$ cat config.mk
export PLATFORM = sky130hd
export DESIGN_NAME = peak_of_peaks_detector_core_flat
export DESIGN_NICKNAME = d
export VERILOG_FILES = /design/src/rtl/pkpk_pkg.sv /design/src/rtl/pkpk_if.sv /design/src/rtl/pkpk_front.sv /design/src/rtl/pkpk_queue.sv /design/src/rtl/pkpk_back.sv /design/src/rtl/peak_of_peaks_detector_core.sv /design/src/flat_wrapper.sv
export SDC_FILE = /design/constraint.sdc
export NUM_CORES = 1
export LEC_CHECK = 0
export BUFFER_PORTS_ARGS = -buffer_cell sky130_fd_sc_hd__buf_4
export CORE_MARGIN = 2
export CORE_UTILIZATION = 64
export CTS_CLUSTER_DIAMETER = 60
export DETAILED_ROUTE_END_ITERATION = 8
export PLACE_DENSITY = 0.88
export RECOVER_POWER = 100
export SLEW_MARGIN = 20
export SYNTH_ARGS = -nofsm -noshare
export SYNTH_HDL_FRONTEND = slang
export SYNTH_SLANG_ARGS = --single-unit
$ cat constraint.sdc
create_clock -name clk -period 10 [get_ports clk]
set_input_delay 1.5 -clock clk [delete_from_list [all_inputs] [get_ports clk]]
set_output_delay 1.5 -clock clk [all_outputs]
set_load 0.005 [all_outputs]
$ cat src/rtl/pkpk_pkg.sv
// ----------------------------------------------------------------------------
// pkpk_pkg
// shared constants and types of the peak-of-peaks detector
// ----------------------------------------------------------------------------
`default_nettype none

package pkpk_pkg;

  localparam int SAMPLE_BITS_DEF   = 16;
  localparam int POSITION_BITS_DEF = 32;
  localparam int OUT_POS_BITS      = 32;
  localparam int PEAK_NUM_BITS     = 32;

  // slope codes are ordered so that an unsigned compare gives fall < flat < rise
  typedef enum logic [1:0] {
    SLOPE_FALL = 2'd0,
    SLOPE_FLAT = 2'd1,
    SLOPE_RISE = 2'd2
  } slope_t;

  typedef enum logic [1:0] {
    HIST_NONE  = 2'd0,
    HIST_ONE   = 2'd1,
    HIST_SLOPE = 2'd2
  } hist_t;

endpackage

`default_nettype wire

$ cat src/rtl/pkpk_if.sv
// ----------------------------------------------------------------------------
// pkpk channel interfaces
// sample input channel and peak result channel, valid/ready handshake
// ----------------------------------------------------------------------------
`default_nettype none

interface pkpk_in_if #(
  parameter int SAMPLE_BITS = pkpk_pkg::SAMPLE_BITS_DEF
);
  logic                          valid;
  logic                          ready;
  logic signed [SAMPLE_BITS-1:0] sample;
  logic                          start_of_record;

  modport source (output valid, output sample, output start_of_record, input ready);
  modport sink   (input valid, input sample, input start_of_record, output ready);
endinterface

interface pkpk_out_if #(
  parameter int SAMPLE_BITS = pkpk_pkg::SAMPLE_BITS_DEF
);
  logic                                  valid;
  logic                                  ready;
  logic signed [SAMPLE_BITS-1:0]         peak_value;
  logic [pkpk_pkg::OUT_POS_BITS-1:0]     peak_position;
  logic [pkpk_pkg::PEAK_NUM_BITS-1:0]    peak_number;

  modport source (output valid, output peak_value, output peak_position,
                  output peak_number, input ready);
  modport sink   (input valid, input peak_value, input peak_position,
                  input peak_number, output ready);
endinterface

`default_nettype wire

$ cat src/rtl/pkpk_front.sv
// ----------------------------------------------------------------------------
// pkpk_front
// takes samples, tracks slope and held maximum, flags dominant peaks
// ----------------------------------------------------------------------------
`default_nettype none

module pkpk_front #(
  parameter int SAMPLE_BITS   = pkpk_pkg::SAMPLE_BITS_DEF,
  parameter int POSITION_BITS = pkpk_pkg::POSITION_BITS_DEF
) (
  input  wire logic                              clk,
  input  wire logic                              rst_n,
  pkpk_in_if.sink                                in_if,
  input  wire logic                              q_ready,
  output logic                                   q_push,
  output logic signed [SAMPLE_BITS-1:0]          q_value,
  output logic [pkpk_pkg::OUT_POS_BITS-1:0]      q_position
);

  localparam int PosExtBits = (POSITION_BITS > pkpk_pkg::OUT_POS_BITS) ?
                              POSITION_BITS : pkpk_pkg::OUT_POS_BITS;

  logic signed [SAMPLE_BITS-1:0] last_sample_r, max_value_r;
  logic [POSITION_BITS-1:0]      cnt_r, max_pos_r, cnt_eff;
  pkpk_pkg::slope_t              last_slope_r, slope;
  pkpk_pkg::hist_t               hist_r, hist_eff;
  logic                          have_r, have_eff;
  logic                          fire, is_max;
  logic [PosExtBits-1:0]         pos_ext;

  assign in_if.ready = q_ready;
  assign fire        = in_if.valid && in_if.ready;

  // start flag clears the record history before this sample is used
  assign hist_eff = in_if.start_of_record ? pkpk_pkg::HIST_NONE : hist_r;
  assign have_eff = in_if.start_of_record ? 1'b0 : have_r;
  assign cnt_eff  = in_if.start_of_record ? '0 : cnt_r;

  always_comb begin
    if (in_if.sample > last_sample_r) begin
      slope = pkpk_pkg::SLOPE_RISE;
    end else if (in_if.sample < last_sample_r) begin
      slope = pkpk_pkg::SLOPE_FALL;
    end else begin
      slope = pkpk_pkg::SLOPE_FLAT;
    end
  end

  assign is_max = (hist_eff == pkpk_pkg::HIST_SLOPE) && (slope < last_slope_r);

  // a lower maximum releases the held one
  assign q_push  = fire && is_max && have_eff && (last_sample_r < max_value_r);
  assign q_value = max_value_r;
  assign pos_ext = PosExtBits'(max_pos_r);
  assign q_position = pos_ext[pkpk_pkg::OUT_POS_BITS-1:0];

  always_ff @(posedge clk) begin
    if (!rst_n) begin
      last_sample_r <= '0;
      last_slope_r  <= pkpk_pkg::SLOPE_FLAT;
      hist_r        <= pkpk_pkg::HIST_NONE;
      cnt_r         <= '0;
      have_r        <= 1'b0;
      max_value_r   <= '0;
      max_pos_r     <= '0;
    end else if (fire) begin
      last_sample_r <= in_if.sample;
      cnt_r         <= cnt_eff + POSITION_BITS'(1);
      if (hist_eff != pkpk_pkg::HIST_NONE) begin
        last_slope_r <= slope;
        hist_r       <= pkpk_pkg::HIST_SLOPE;
      end else begin
        hist_r       <= pkpk_pkg::HIST_ONE;
      end
      have_r <= is_max ? 1'b1 : have_eff;
      if (is_max) begin
        max_value_r <= last_sample_r;
        max_pos_r   <= cnt_eff;
      end
    end
  end

endmodule

`default_nettype wire

$ cat src/rtl/pkpk_queue.sv
// ----------------------------------------------------------------------------
// pkpk_queue
// two-entry queue of peak transactions between front and back
// ----------------------------------------------------------------------------
`default_nettype none

module pkpk_queue #(
  parameter int DATA_BITS = 48
) (
  input  wire logic                 clk,
  input  wire logic                 rst_n,
  input  wire logic                 push,
  input  wire logic [DATA_BITS-1:0] push_data,
  output logic                      not_full,
  input  wire logic                 pop,
  output logic                      not_empty,
  output logic [DATA_BITS-1:0]      pop_data
);

  logic [DATA_BITS-1:0] entry_r [2];
  logic                 wr_ptr_r, rd_ptr_r;
  logic [1:0]           count_r;

  assign not_full  = (count_r != 2'd2);
  assign not_empty = (count_r != 2'd0);
  assign pop_data  = entry_r[rd_ptr_r];

  always_ff @(posedge clk) begin
    if (push) begin
      entry_r[wr_ptr_r] <= push_data;
    end
  end

  always_ff @(posedge clk) begin
    if (!rst_n) begin
      wr_ptr_r <= 1'b0;
      rd_ptr_r <= 1'b0;
      count_r  <= 2'd0;
    end else begin
      if (push) begin
        wr_ptr_r <= ~wr_ptr_r;
      end
      if (pop) begin
        rd_ptr_r <= ~rd_ptr_r;
      end
      if (push && !pop) begin
        count_r <= count_r + 2'd1;
      end else if (pop && !push) begin
        count_r <= count_r - 2'd1;
      end
    end
  end

endmodule

`default_nettype wire

$ cat src/rtl/pkpk_back.sv
// ----------------------------------------------------------------------------
// pkpk_back
// numbers dominant peaks and holds the result register
// ----------------------------------------------------------------------------
`default_nettype none

module pkpk_back #(
  parameter int SAMPLE_BITS = pkpk_pkg::SAMPLE_BITS_DEF
) (
  input  wire logic                                clk,
  input  wire logic                                rst_n,
  input  wire logic                                q_valid,
  input  wire logic signed [SAMPLE_BITS-1:0]       q_value,
  input  wire logic [pkpk_pkg::OUT_POS_BITS-1:0]   q_position,
  output logic                                     q_pop,
  pkpk_out_if.source                               out_if
);

  logic                                  out_valid_r;
  logic signed [SAMPLE_BITS-1:0]         value_r;
  logic [pkpk_pkg::OUT_POS_BITS-1:0]     position_r;
  logic [pkpk_pkg::PEAK_NUM_BITS-1:0]    number_r, peak_cnt_r;

  assign q_pop = q_valid && (!out_valid_r || out_if.ready);

  assign out_if.valid         = out_valid_r;
  assign out_if.peak_value    = value_r;
  assign out_if.peak_position = position_r;
  assign out_if.peak_number   = number_r;

  always_ff @(posedge clk) begin
    if (q_pop) begin
      value_r    <= q_value;
      position_r <= q_position;
      number_r   <= peak_cnt_r;
    end
  end

  always_ff @(posedge clk) begin
    if (!rst_n) begin
      out_valid_r <= 1'b0;
      peak_cnt_r  <= '0;
    end else begin
      if (q_pop) begin
        out_valid_r <= 1'b1;
        peak_cnt_r  <= peak_cnt_r + pkpk_pkg::PEAK_NUM_BITS'(1);
      end else if (out_if.ready) begin
        out_valid_r <= 1'b0;
      end
    end
  end

endmodule

`default_nettype wire

$ cat src/rtl/peak_of_peaks_detector_core.sv
// ----------------------------------------------------------------------------
// peak_of_peaks_detector_core
// local-maxima detector that reports each maximum followed by a lower one
// ----------------------------------------------------------------------------
// Accepts one sample per clock cycle. The front tracks the slope and the held
// maximum on each accepted sample and hands dominant peaks to a two-entry
// queue in front of the result register. While results wait on the output,
// samples keep flowing until that queue is full; then the input stalls until
// the result register takes a queued peak. With the output free, out_valid
// rises at the clock edge after the one that accepts the sample revealing the peak.
// A maximum is the sample before a drop in slope (plateau edges count); when
// the next maximum is strictly lower, the held one is reported with its
// one-based position in the record and a running peak number. The start
// flag restarts position and history but not the peak number.
`default_nettype none

module peak_of_peaks_detector_core #(
  parameter int SAMPLE_BITS   = pkpk_pkg::SAMPLE_BITS_DEF,
  parameter int POSITION_BITS = pkpk_pkg::POSITION_BITS_DEF
) (
  input  wire logic   clk,
  input  wire logic   rst_n,
  pkpk_in_if.sink     in_if,
  pkpk_out_if.source  out_if
);

  localparam int QBits = SAMPLE_BITS + pkpk_pkg::OUT_POS_BITS;

  logic                                  q_push, q_pop, q_not_full, q_not_empty;
  logic signed [SAMPLE_BITS-1:0]         f_value;
  logic [pkpk_pkg::OUT_POS_BITS-1:0]     f_position;
  logic [QBits-1:0]                      q_out;

  pkpk_front #(
    .SAMPLE_BITS   (SAMPLE_BITS),
    .POSITION_BITS (POSITION_BITS)
  ) u_front (
    .clk        (clk),
    .rst_n      (rst_n),
    .in_if      (in_if),
    .q_ready    (q_not_full),
    .q_push     (q_push),
    .q_value    (f_value),
    .q_position (f_position)
  );

  pkpk_queue #(
    .DATA_BITS (QBits)
  ) u_queue (
    .clk       (clk),
    .rst_n     (rst_n),
    .push      (q_push),
    .push_data ({f_value, f_position}),
    .not_full  (q_not_full),
    .pop       (q_pop),
    .not_empty (q_not_empty),
    .pop_data  (q_out)
  );

  pkpk_back #(
    .SAMPLE_BITS (SAMPLE_BITS)
  ) u_back (
    .clk        (clk),
    .rst_n      (rst_n),
    .q_valid    (q_not_empty),
    .q_value    (q_out[QBits-1 -: SAMPLE_BITS]),
    .q_position (q_out[pkpk_pkg::OUT_POS_BITS-1:0]),
    .q_pop      (q_pop),
    .out_if     (out_if)
  );

endmodule

`default_nettype wire
$ cat src/flat_wrapper.sv
// flat-port wrapper written by rule: the top's interface ports become plain ports
module peak_of_peaks_detector_core_flat 
#(
  parameter int SAMPLE_BITS   = pkpk_pkg::SAMPLE_BITS_DEF,
  parameter int POSITION_BITS = pkpk_pkg::POSITION_BITS_DEF
)
  (clk, rst_n, in_if_valid, in_if_sample, in_if_start_of_record, in_if_ready, out_if_valid, out_if_peak_value, out_if_peak_position, out_if_peak_number, out_if_ready);
  pkpk_in_if #(.SAMPLE_BITS(SAMPLE_BITS)) in_if_i ();
  pkpk_out_if #(.SAMPLE_BITS(SAMPLE_BITS)) out_if_i ();
  input  wire logic clk;
  input  wire logic rst_n;
  input wire logic [$bits(in_if_i.valid)-1:0] in_if_valid;
  input wire logic [$bits(in_if_i.sample)-1:0] in_if_sample;
  input wire logic [$bits(in_if_i.start_of_record)-1:0] in_if_start_of_record;
  output wire logic [$bits(in_if_i.ready)-1:0] in_if_ready;
  output wire logic [$bits(out_if_i.valid)-1:0] out_if_valid;
  output wire logic [$bits(out_if_i.peak_value)-1:0] out_if_peak_value;
  output wire logic [$bits(out_if_i.peak_position)-1:0] out_if_peak_position;
  output wire logic [$bits(out_if_i.peak_number)-1:0] out_if_peak_number;
  input wire logic [$bits(out_if_i.ready)-1:0] out_if_ready;
  assign in_if_i.valid = in_if_valid;
  assign in_if_i.sample = in_if_sample;
  assign in_if_i.start_of_record = in_if_start_of_record;
  assign in_if_ready = in_if_i.ready;
  assign out_if_valid = out_if_i.valid;
  assign out_if_peak_value = out_if_i.peak_value;
  assign out_if_peak_position = out_if_i.peak_position;
  assign out_if_peak_number = out_if_i.peak_number;
  assign out_if_i.ready = out_if_ready;
  peak_of_peaks_detector_core #(.SAMPLE_BITS(SAMPLE_BITS), .POSITION_BITS(POSITION_BITS)) u_core (.clk(clk), .rst_n(rst_n), .in_if(in_if_i), .out_if(out_if_i));
endmodule
==> results of run 1 <==
[logic make-up (layout without fill, tap and decap cells)]
logic type / Yosys count / count (layout) / synth area share [%]
buffers and inverters: 105 / 214 / 3.42
muxes: 51 / 51 / 4.51
DFF: 314 / 314 / 63.4
adders and majority gates: 35 / 35 / 3.45
AOI/OAI and AO/OA: 186 / 186 / 8.17
xor gates and xnor gates: 44 / 44 / 3.03
and+or+nand+nor: 327 / 327 / 14.1
[registers in the layout, summed over array words and instances, names as in the netlist, 2 cells and up]
name,count
u_core.u_queue.entry_r,96
u_core.u_back.out_if.peak_number,32
u_core.u_back.out_if.peak_position,32
u_core.u_back.peak_cnt_r,32
u_core.u_front.cnt_r,32
u_core.u_front.q_position,32
u_core.u_back.out_if.peak_value,16
u_core.u_front.last_sample_r,16
u_core.u_front.q_value,16
u_core.u_front.hist_r,2
u_core.u_front.last_slope_r,2
u_core.u_queue.count_r,2
[cell usage after synthesis (4+ instances only)]
master,count
ha_1,35
xnor2_1,21
nor4_1,8
a31o_2,4
buf_1,9
nand4b_1,22
nand4_1,15
buf_2,8
nor2_1,53
inv_1,48
and4_1,5
nand3_1,45
and2_1,13
edfxtp_1,176
nand2_1,95
mux2_2,50
nor3_1,16
xor2_1,23
a21oi_1,90
clkbuf_1,33
and3_1,9
dfxtp_1,138
o21ai_0,65
or3_1,11
nor2b_1,5
nand2b_1,4
[final cells by class]
class | instances | area, µm² | area share, %
flip-flops and latches | 314 | 8050 | 55.6
repair buffers | 110 | 751 | 5.19
multi-input cells | 643 | 4230 | 29.2
clock buffers | 38 | 812 | 5.61
well taps | 265 | 332 | 2.29
inverters | 48 | 183 | 1.26
clock inverters | 18 | 116 | 0.804
[worst max-delay path, stage by stage]
cell	delay (ns)
clkbuf_1	0.09
ha_1	0.33
a21oi_1	0.16
a21boi_0	0.10
o31ai_1	0.63
a21oi_1	0.15
a31o_2	0.27
nor2b_1	0.14
ha_1	0.26
nor2b_1	0.13
nor3_1	0.20
nand3_1	1.23
nor3b_1	0.80
nand4_1	0.19
clkinv_1	0.38
buf_4	0.49
[per-stage QoR]
step,hold slack [ns],setup WS [ns]
floorplan,0.419,4.46
global placement,0.426,3.67
detailed placement,0.437,3.43
CTS,0.453,3.97
global route,0.474,2.68
finish,0.461,3.08
[path summary, 6_finish.rpt]
check	from	to	slack [ns]	cells after the start
setup / recovery	in_if_sample[6]	u_core.u_queue.entry_r[0][41]	3.08	16
hold / removal	u_core.u_front.q_position[19]	u_core.u_queue.entry_r[0][19]	0.46	0
setup reg to reg	u_core.u_front.last_sample_r[6]	u_core.u_queue.entry_r[0][41]	3.69	16
hold reg to reg	u_core.u_front.q_position[19]	u_core.u_queue.entry_r[0][19]	0.46	0
[per-layer routing]
metal / track usage (%) / up-vias / wire length [µm]
met5: 0 / - / 16
met1: 31.6 / 4118 / 10700
met3: 4.54 / 44 / 1560
met4: 7.92 / 2 / 512
met2: 43.3 / 279 / 13000
li1: - / 4007 / -
[power breakdown]
part	internal, mW	switching (mW)
Sequential	1.58	0.0685
Clock	0.598	0.461
Combinational	0.246	0.308
==> run summary, run 1 <==
result of the run: complete, but fails checks
failing checks: capacitance limit, slew limit
most frequent cells in the layout: edfxtp_1 (176), dfxtp_1 (138), nand2_1 (95)
flops & latches, synth: 314
# nets final: 1203
Yosys warnings: 0
CTS tree: built
worst slew pin tran: 3.13 ns
crit path time final: 6.92 ns
Rows: 51
worst hold path type: register to register
Fillers: 1232
Initial Utilization: 65.3%
leading area contributor after synthesis: edfxtp_1
Synth top area share: 41.6%
post-layout util: 74.3%
Ports: 103
htree depth: 1
Worst Setup Start Kind: primary input
post-placement cell area: 13600 µm²
Post-synth top flop: edfxtp_1
number of synthesized flops with an enable pin: 176
CTS Hold Bufs: 0
global-route wire length before repair: 41.0 mm
port bufs: 102
Post-Syn Area per Cell: 12.0 µm²
top cells by area, synth: edfxtp_1 (42%), dfxtp_1 (22%), mux2_2 (4.4%), a21oi_1 (3.5%), ha_1 (3.4%)
clock skew: 0.00737 ns
Final HPWL DP: 16.5 mm
largest net degree at the start of global routing: 66
drt wl/cell: 18.0 µm
Post-Syn Area: 12700 µm²
root buffer cell: clkbuf_16
Critical Path Fanout Max: 50
WL final: 25.8 mm
fin cells: 1436
FFs w/ async S/R, synth: 0%
dpl cells: 1380
Via Count: 8450
Die Area: 21000 µm²
crit end category: register
Antenna Cells: 0
number of buffers created by CTS: 30
Total Routing Usage GR: 24.9%
Initial DRT Pass Iterations: 5
CP arrival: 7.10 ns
antenna viol nets, final: 0
post-cts resize count: 0
layout cell share with drive strength beyond 1: 16.9%
GPL Wtd Cong: 0.884
Fin. Hold Viols: 0
Sink Count: 314
CP Class: primary input to register
slew margin rel.: -109%
Synth Net Count: 1118
Syn-to-layout area delta: 13.9%
remaining global-route overflow: 0
Final Cell Area: 14500 µm²
Post-route DRC: 0
most common cell after layout, fill and taps aside: edfxtp_1
core area: 19500 µm²
Final Max Tran Viols: 266
Final TNS setup: 0 ns
Yosys cell types: 64
postcts setup bufs: 0
total power: 3.26 mW
FMAX: 145 MHz
initial antenna violation count: 1
Pwr Density: 225 nW/µm²
required time of the critical path: 10.19 ns
clk buf depth: 3
initial drt markers: 694
worst skew pair latency: 0.54 ns
Die H: 145 µm
Max-Cap Viols: 5
LEAKAGE: 4.98 nW
vias in the first global route: 8149
RSZ-0062 raised after global routing: no
Final period util: 69.2%
post-synthesis instance total: 1062
Vias per Instance: 5.88
final setup vio count: 0
sequential share of the synthesized area: 63.4%
Die Wd: 145 µm
clk slew on worst S/H paths: 0.06 ns
Peak supply drop: 0.000186 V
Note: power is estimated with default switching activity, not from simulation.
==> run 2, diff against run 1 <==
--- a/config.mk
+++ b/config.mk
@@ -7,10 +7,10 @@
 export LEC_CHECK = 0
 export BUFFER_PORTS_ARGS = -buffer_cell sky130_fd_sc_hd__buf_4
 export CORE_MARGIN = 2
-export CORE_UTILIZATION = 64
+export CORE_UTILIZATION = 59
 export CTS_CLUSTER_DIAMETER = 60
 export DETAILED_ROUTE_END_ITERATION = 8
-export PLACE_DENSITY = 0.88
+export PLACE_DENSITY = 0.83
 export RECOVER_POWER = 100
 export SLEW_MARGIN = 20
 export SYNTH_ARGS = -nofsm -noshare
==> constraint.sdc (replaced) <==
create_clock -name clk -period 7 [get_ports clk]
set_input_delay 1.05 -clock clk [delete_from_list [all_inputs] [get_ports clk]]
set_output_delay 1.05 -clock clk [all_outputs]
set_load 0.005 [all_outputs]
==> run 2 against run 1 <==
Net effect:
- the flow still finishes with violations (capacitance limit, slew limit)
- cell area is 1.3% higher
- first-iteration DRC count is 7.3% lower
- largest cell class unchanged
- die area is 8.2% higher
- combinational power is 38% higher
- clock-buffer cell count is 5 higher
- routed wire length is 5.3% lower
- final cell count is 0.63% higher
- flip-flop and latch count stayed put
==> run summary, run 2 (synthesis results as in run 1) <==
worst skew pair latency: 0.54 ns (about the same)
Rows: 53 (+3.9%)
Initial Utilization: 60.2% (-5.0 points)
Die H: 151 µm (+4.0%)
Final TNS setup: 0 ns (unchanged)
post-cts resize count: 0 (unchanged)
RSZ-0062 raised after global routing: no
CTS tree: built
root buffer cell: clkbuf_16
failing checks: capacitance limit, slew limit
Die Wd: 151 µm (+4.0%)
CP arrival: 5.44 ns (-1.66 ns)
Fin. Hold Viols: 0 (unchanged)
Critical Path Fanout Max: 95 (+90%)
CTS Hold Bufs: 0 (unchanged)
postcts setup bufs: 0 (unchanged)
most frequent cells in the layout: edfxtp_1 (176), dfxtp_1 (138), nand2_1 (95)
worst hold slack: 0.438 ns (-0.0229 ns)
clk slew on worst S/H paths: 0.06 ns (about the same)
Worst Setup Start Kind: primary input
result of the run: complete, but fails checks
Die Area: 22700 µm² (+8.2%)
Peak supply drop: 0.000246 V (+32%)
antenna viol nets, final: 0 (unchanged)
crit path time final: 5.24 ns
post-layout util: 69.5% (-4.8 points)
clk buf depth: 3 (unchanged)
worst slew pin tran: 4.42 ns (+1.29 ns)
LEAKAGE: 5.07 nW (+1.9%)
most common cell after layout, fill and taps aside: edfxtp_1
clock skew: 0.0152 ns (+0.00778 ns)
Total Routing Usage GR: 21.7% (-3.2 points)
required time of the critical path: 7.20 ns (-2.99 ns)
final setup vio count: 0 (unchanged)
number of buffers created by CTS: 30 (unchanged)
Via Count: 8298 (-1.8%)
pre-CTS setup slack: 1.64 ns (-1.79 ns)
initial antenna violation count: 0 (-1)
core area: 21100 µm² (+8.4%)
Top reg by flops: u_core.u_queue.entry_r
# nets final: 1202 (-0.083%)
Largest register FFs: 96 (unchanged)
vias in the first global route: 8107 (-0.52%)
Final HPWL DP: 15.2 mm (-7.9%)
Antenna Cells: 0 (unchanged)
FMAX: 191 MHz
Final Cell Area: 14700 µm² (+1.3%)
fin cells: 1445 (+0.63%)
crit end category: register
dpl cells: 1389 (+0.65%)
Final period util: 74.8%
Final WS setup: 1.76 ns (-1.32 ns)
htree depth: 1 (unchanged)
GPL Wtd Cong: 0.867 (-1.9%)
post-placement cell area: 13600 µm² (about the same)
total power: 4.91 mW (+51%)
largest net degree at the start of global routing: 96 (+45%)
CP Class: primary input to register
port bufs: 102 (unchanged)
Max-Cap Viols: 4 (-1)
Vias per Instance: 5.74 (-2.4%)
Syn-to-layout area delta: 15.4%
Ports: 103 (unchanged)
worst hold path type: register to register
Sink Count: 314 (unchanged)
remaining global-route overflow: 0 (unchanged)
Pwr Density: 335 nW/µm² (+49%)
layout cell share with drive strength beyond 1: 17.9% (+1.0 points)
slew margin rel.: -195% (-86 points)
Initial DRT Pass Iterations: 5 (unchanged)
initial drt markers: 643 (-7.3%)
Final Max Tran Viols: 233 (-12%)
WL final: 24.4 mm (-5.3%)
drt wl/cell: 16.9 µm (-5.8%)
Post-route DRC: 0 (unchanged)
global-route wire length before repair: 39.8 mm (-2.8%)
-- run 2: cell count changes in the layout (fill, tap and decap cells not counted), moves of 3 or more --
cell / delta
clkinvlp_4: -3
mux2_1: -6
clkinv_1: -6
clkbuf_8: +5
mux2_2: +6
bufinv_16: +5
-- run 2: worst paths after layout --
| kind | startpoint | to | slack (ns) | cells past startpoint |
|---|---|---|---|---|
| worst max-delay path | rst_n | u_core.u_front.cnt_r[20] | 1.76 | 4 |
| worst min register to register | u_core.u_front.q_position[13] | u_core.u_queue.entry_r[0][13] | 0.44 | 0 |
| worst max register to register | u_core.u_front.last_sample_r[6] | u_core.u_front.q_position[5] | 1.98 | 15 |
| worst min-delay path | u_core.u_front.q_position[13] | u_core.u_queue.entry_r[0][13] | 0.44 | 0 |
-- run 2: final cells by class --
class / count / area, µm²
Timing Repair Buffer: 109 / 747
Clock inverter: 13 / 215
Multi-Input combinational cell: 643 / 4220
Fill cell: 1495 / 6420
Tap cell: 275 / 344
Clock buffer: 43 / 902
Sequential cell: 314 / 8050
Inverter: 48 / 184
-- run 2: report_power, final --
part	total (mW)	switching (mW)	internal, mW
Sequential	2.37	0.123	2.25
Combinational	0.767	0.404	0.363
Clock	1.77	0.658	1.11
Total	4.91	1.19	3.73
-- run 2: critical path, stage by stage --
cell        delay [ns]
buf_4             0.21
clkinvlp_2        0.62
clkbuf_1          3.13
nor2_1            0.33
-- run 2: metal layers --
metal / track usage (%) / routed length [µm] / share of wire [%] / up-vias
met5: 0 / 0 / 0 / -
met4: 6.45 / 497 / 2.0 / 0
met3: 3.42 / 1370 / 5.6 / 39
met2: 37.6 / 12300 / 50 / 235
met1: 28.3 / 10300 / 42 / 4014
li1: - / - / - / 4010
==> run 3, diff against run 2 <==
--- a/config.mk
+++ b/config.mk
@@ -5,12 +5,13 @@
 export SDC_FILE = /design/constraint.sdc
 export NUM_CORES = 1
 export LEC_CHECK = 0
+export ABC_AREA = 1
 export BUFFER_PORTS_ARGS = -buffer_cell sky130_fd_sc_hd__buf_4
 export CORE_MARGIN = 2
-export CORE_UTILIZATION = 59
+export CORE_UTILIZATION = 54
 export CTS_CLUSTER_DIAMETER = 60
 export DETAILED_ROUTE_END_ITERATION = 8
-export PLACE_DENSITY = 0.83
+export PLACE_DENSITY = 0.8
 export RECOVER_POWER = 100
 export SLEW_MARGIN = 20
 export SYNTH_ARGS = -nofsm -noshare
==> constraint.sdc (replaced) <==
create_clock -name clk -period 4.4 [get_ports clk]
set_input_delay 0.66 -clock clk [delete_from_list [all_inputs] [get_ports clk]]
set_output_delay 0.66 -clock clk [all_outputs]
set_load 0.005 [all_outputs]
==> run 3 against run 2 <==
Net effect:
- die area is 10% higher
- non-clock buffer count up 1
- clock skew is 0.0070 ns higher
- the run still ends with capacitance limit, slew limit left
- first-iteration DRC count is 0.78% lower
- clock-buffer cell count is the same
- combinational power up 94%
- routed wire length up 3.6%
- cell area is 1.4% higher
- flip-flop and latch count unchanged
- power is 66% higher
- register-to-register slack lost 1.3 ns
==> run summary, run 3 <==
result of the run: complete, but fails checks
failing checks: capacitance limit, slew limit
post-synthesis compound-gate area fraction: 7.60% (-0.57 points)
core area: 23400 µm² (+11%)
Via Count: 9117 (+9.9%)
required time of the critical path: 4.84 ns (-2.36 ns)
antenna viol nets, final: 0 (unchanged)
Storage cell area: 8050 µm² (unchanged)
Yosys cell types: 43 (-33%)
post-placement cell area: 13900 µm² (+2.0%)
r2r endpoint: u_core.u_back.peak_cnt_r[31]
leading area contributor after synthesis: edfxtp_1
FFs w/ async S/R, synth: 0% (unchanged)
drt wl/cell: 14.5 µm (-14%)
initial antenna violation count: 0 (unchanged)
layout cell share with drive strength beyond 1: 12.3% (-5.7 points)
Final Cell Area: 14900 µm² (+1.4%)
most numerous cell in the Yosys netlist: nand2_1
crit-path most repeated cell: nor2_1
Max-Cap Viols: 4 (unchanged)
LEAKAGE: 5.74 nW (+13%)
multi-input logic area: 4040 µm² (-4.4%)
Post-synth top flop: edfxtp_1
Peak supply drop: 0.000555 V (+130%)
CP arrival: 4.21 ns (-1.23 ns)
Hold Path Sink: u_core.u_front.last_sample_r[6]
Fin. Hold Viols: 0 (unchanged)
htree depth: 1 (unchanged)
CP max stage delay: 1.35 ns (-1.78 ns)
Synth Area in XOR/XNOR: 1.84% (-1.2 points)
Initial DRT Pass Iterations: 5 (unchanged)
Fillers: 1860 (+24%)
multiplexer area fraction after synthesis: 0% (-4.5 points)
slowest CP cell: clkbuf_1
clock skew: 0.0222 ns (+0.00705 ns)
Worst Setup Start Kind: register
Final WS setup: 0.631 ns (-1.13 ns)
CP Class: register to register
post-synthesis instance total: 1305 (+23%)
Antenna Cells: 0 (unchanged)
hold path depth: 3 (+3)
main combinational cell family by area after synthesis: simple AND/OR/NAND/NOR gates
top cells by count, synth: nand2_1 (295), edfxtp_1 (176), nor2_1 (144)
Final period util: 85.7%
clk buf depth: 3 (unchanged)
post-cts resize count: 0 (unchanged)
worst hold slack: 0.405 ns (-0.0330 ns)
most common cell after layout, fill and taps aside: nand2_1
CP cell instances: inv_1, a21oi_4, clkbuf_1, nand3b_2, nor2_1, nand2_1, nor2_1, nand4_1, nor2_1, a21oi_1, o21a_1
FMAX: 265 MHz
Final HPWL DP: 16.0 mm (+5.6%)
R2R cell count: 11 (-4)
number of synthesized flops with an enable pin: 176 (unchanged)
Rows: 56 (+5.7%)
largest net degree at the start of global routing: 86 (-10%)
vias in the first global route: 8840 (+9.0%)
flop-to-flop setup slack: 0.63 ns (-1.35 ns)
initial drt markers: 638 (-0.78%)
Pwr Density: 549 nW/µm² (+64%)
Largest register FFs: 96 (unchanged)
Die Wd: 158 µm (+4.9%)
crit end category: register
fin cells: 1746 (+21%)
RSZ-0062 raised after global routing: no
Critical Path Fanout Max: 36 (-62%)
crit path time final: 3.77 ns
port bufs: 102 (unchanged)
Yosys warnings: 0 (unchanged)
clk slew on worst S/H paths: 0.06 ns (about the same)
Syn-to-layout area delta: 15.9%
Final TNS setup: 0 ns (unchanged)
Post-Syn Area: 12800 µm² (+1.0%)
CTS Hold Bufs: 0 (unchanged)
worst skew pair latency: 0.56 ns (+0.02 ns)
worst slew pin tran: 2.17 ns (-2.25 ns)
Post-Syn Area per Cell: 9.83 µm² (-18%)
Initial Utilization: 54.8% (-5.4 points)
slew margin rel.: -44.9% (+150 points)
reg-to-reg startpoint: u_core.u_queue.count_r[0]
Die Area: 25000 µm² (+10%)
CTS tree: built
postcts setup bufs: 0 (unchanged)
post-layout util: 63.6% (-6.0 points)
most frequent cells in the layout: nand2_1 (299), edfxtp_1 (176), nor2_1 (151)
Synth Net Count: 1361 (+22%)
number of buffers created by CTS: 31 (+3.3%)
top cells by area, synth: edfxtp_1 (41%), dfxtp_1 (22%), nand2_1 (8.6%), nor2_1 (4.2%), inv_1 (3.7%)
Sink Count: 314 (unchanged)
Vias per Instance: 5.22 (-9.1%)
worst hold path type: primary input to register
Die H: 158 µm (+4.9%)
Post-route DRC: 0 (unchanged)
WL final: 25.3 mm (+3.6%)
pre-CTS setup slack: 0.536 ns (-1.11 ns)
post-synthesis simple-gate area fraction: 18.9% (+4.8 points)
Final Max Tran Viols: 226 (-3.0%)
final setup vio count: 0 (unchanged)
Top reg by flops: u_core.u_queue.entry_r
Ports: 103 (unchanged)
flops & latches, synth: 314 (unchanged)
GPL Wtd Cong: 0.903 (+4.2%)
global-route wire length before repair: 41.6 mm (+4.5%)
worst hold start: in_if_sample[6]
root buffer cell: clkbuf_16
total power: 8.17 mW (+66%)
Synth top area share: 41.2% (-0.41 points)
sequential share of the synthesized area: 62.7% (-0.63 points)
dpl cells: 1688 (+22%)
Total Routing Usage GR: 20.6% (-1.1 points)
remaining global-route overflow: 0 (unchanged)
# nets final: 1458 (+21%)
Post-Synth Adder-Cell Area: 3.41% (-0.034 points)
## run 3: changes by cell type in the layout (fill, tap and decap cells not counted), moves of 9 or more
cell and delta:
nand4b_1 -22, inv_1 +86, mux2_2 -47, nand3_1 -21, o21ai_0 +26, nand2_1 +204, or3_1 -11, nor3_1 +19
xnor2_1 -13, nor2_1 +98, and2_0 -9
## run 3: report_power, final
part           switching [mW]  internal, mW  total (mW)
Combinational           0.913         0.579        1.49
Sequential              0.189          3.69        3.87
Clock                    1.11          1.69        2.80
## run 3: metal layers
metal	part of all wire (%)	up-vias	GRT usage, %
met5	0	-	0
met4	2.0	0	5.79
met2	48	262	35.3
li1	-	4529	-
met1	44	4281	27.1
met3	6.1	45	3.59
## run 3: cell families after synthesis
kind of cell    count (synthesis)
buf+inv                       180
fa+ha+maj                      35
xor+xnor                       27
compound gates                186
flops                         314
simple gates                  563
## run 3: area by class of cell
type / count / share of cell area (%)
Multi-Input combinational cell: 811 / 27.1
Tap cell: 319 / 2.68
Clock inverter: 15 / 1.17
Timing Repair Buffer: 110 / 5.17
Sequential cell: 314 / 54.1
Inverter: 134 / 3.38
Clock buffer: 43 / 6.36
## run 3: critical path, delay by kind of cell, from the launching register on
| family | cells | cell delay, ns |
|---|---|---|
| compound gates | 3 | 0.46 |
| buf+inv | 2 | 1.47 |
| flops | 1 | 0.32 |
| simple gates | 6 | 1.40 |
## run 3: worst max path at each step
stage / from / endpoint / slack, ns / cells past startpoint
2_1_floorplan: in_if_sample[15] / u_core.u_queue.entry_r[0][0] / -0.51 / 12
3_3_place_gp: in_if_sample[7] / u_core.u_queue.count_r[1] / 0.68 / 20
3_5_place_dp: in_if_sample[7] / u_core.u_queue.count_r[1] / 0.54 / 21
4_1_cts: u_core.u_front.last_sample_r[7] / u_core.u_queue.count_r[1] / 0.84 / 21
5_1_grt: u_core.u_front.last_sample_r[7] / u_core.u_queue.entry_r[1][8] / 0.24 / 17
6_report: u_core.u_queue.count_r[0] / u_core.u_back.peak_cnt_r[31] / 0.63 / 11
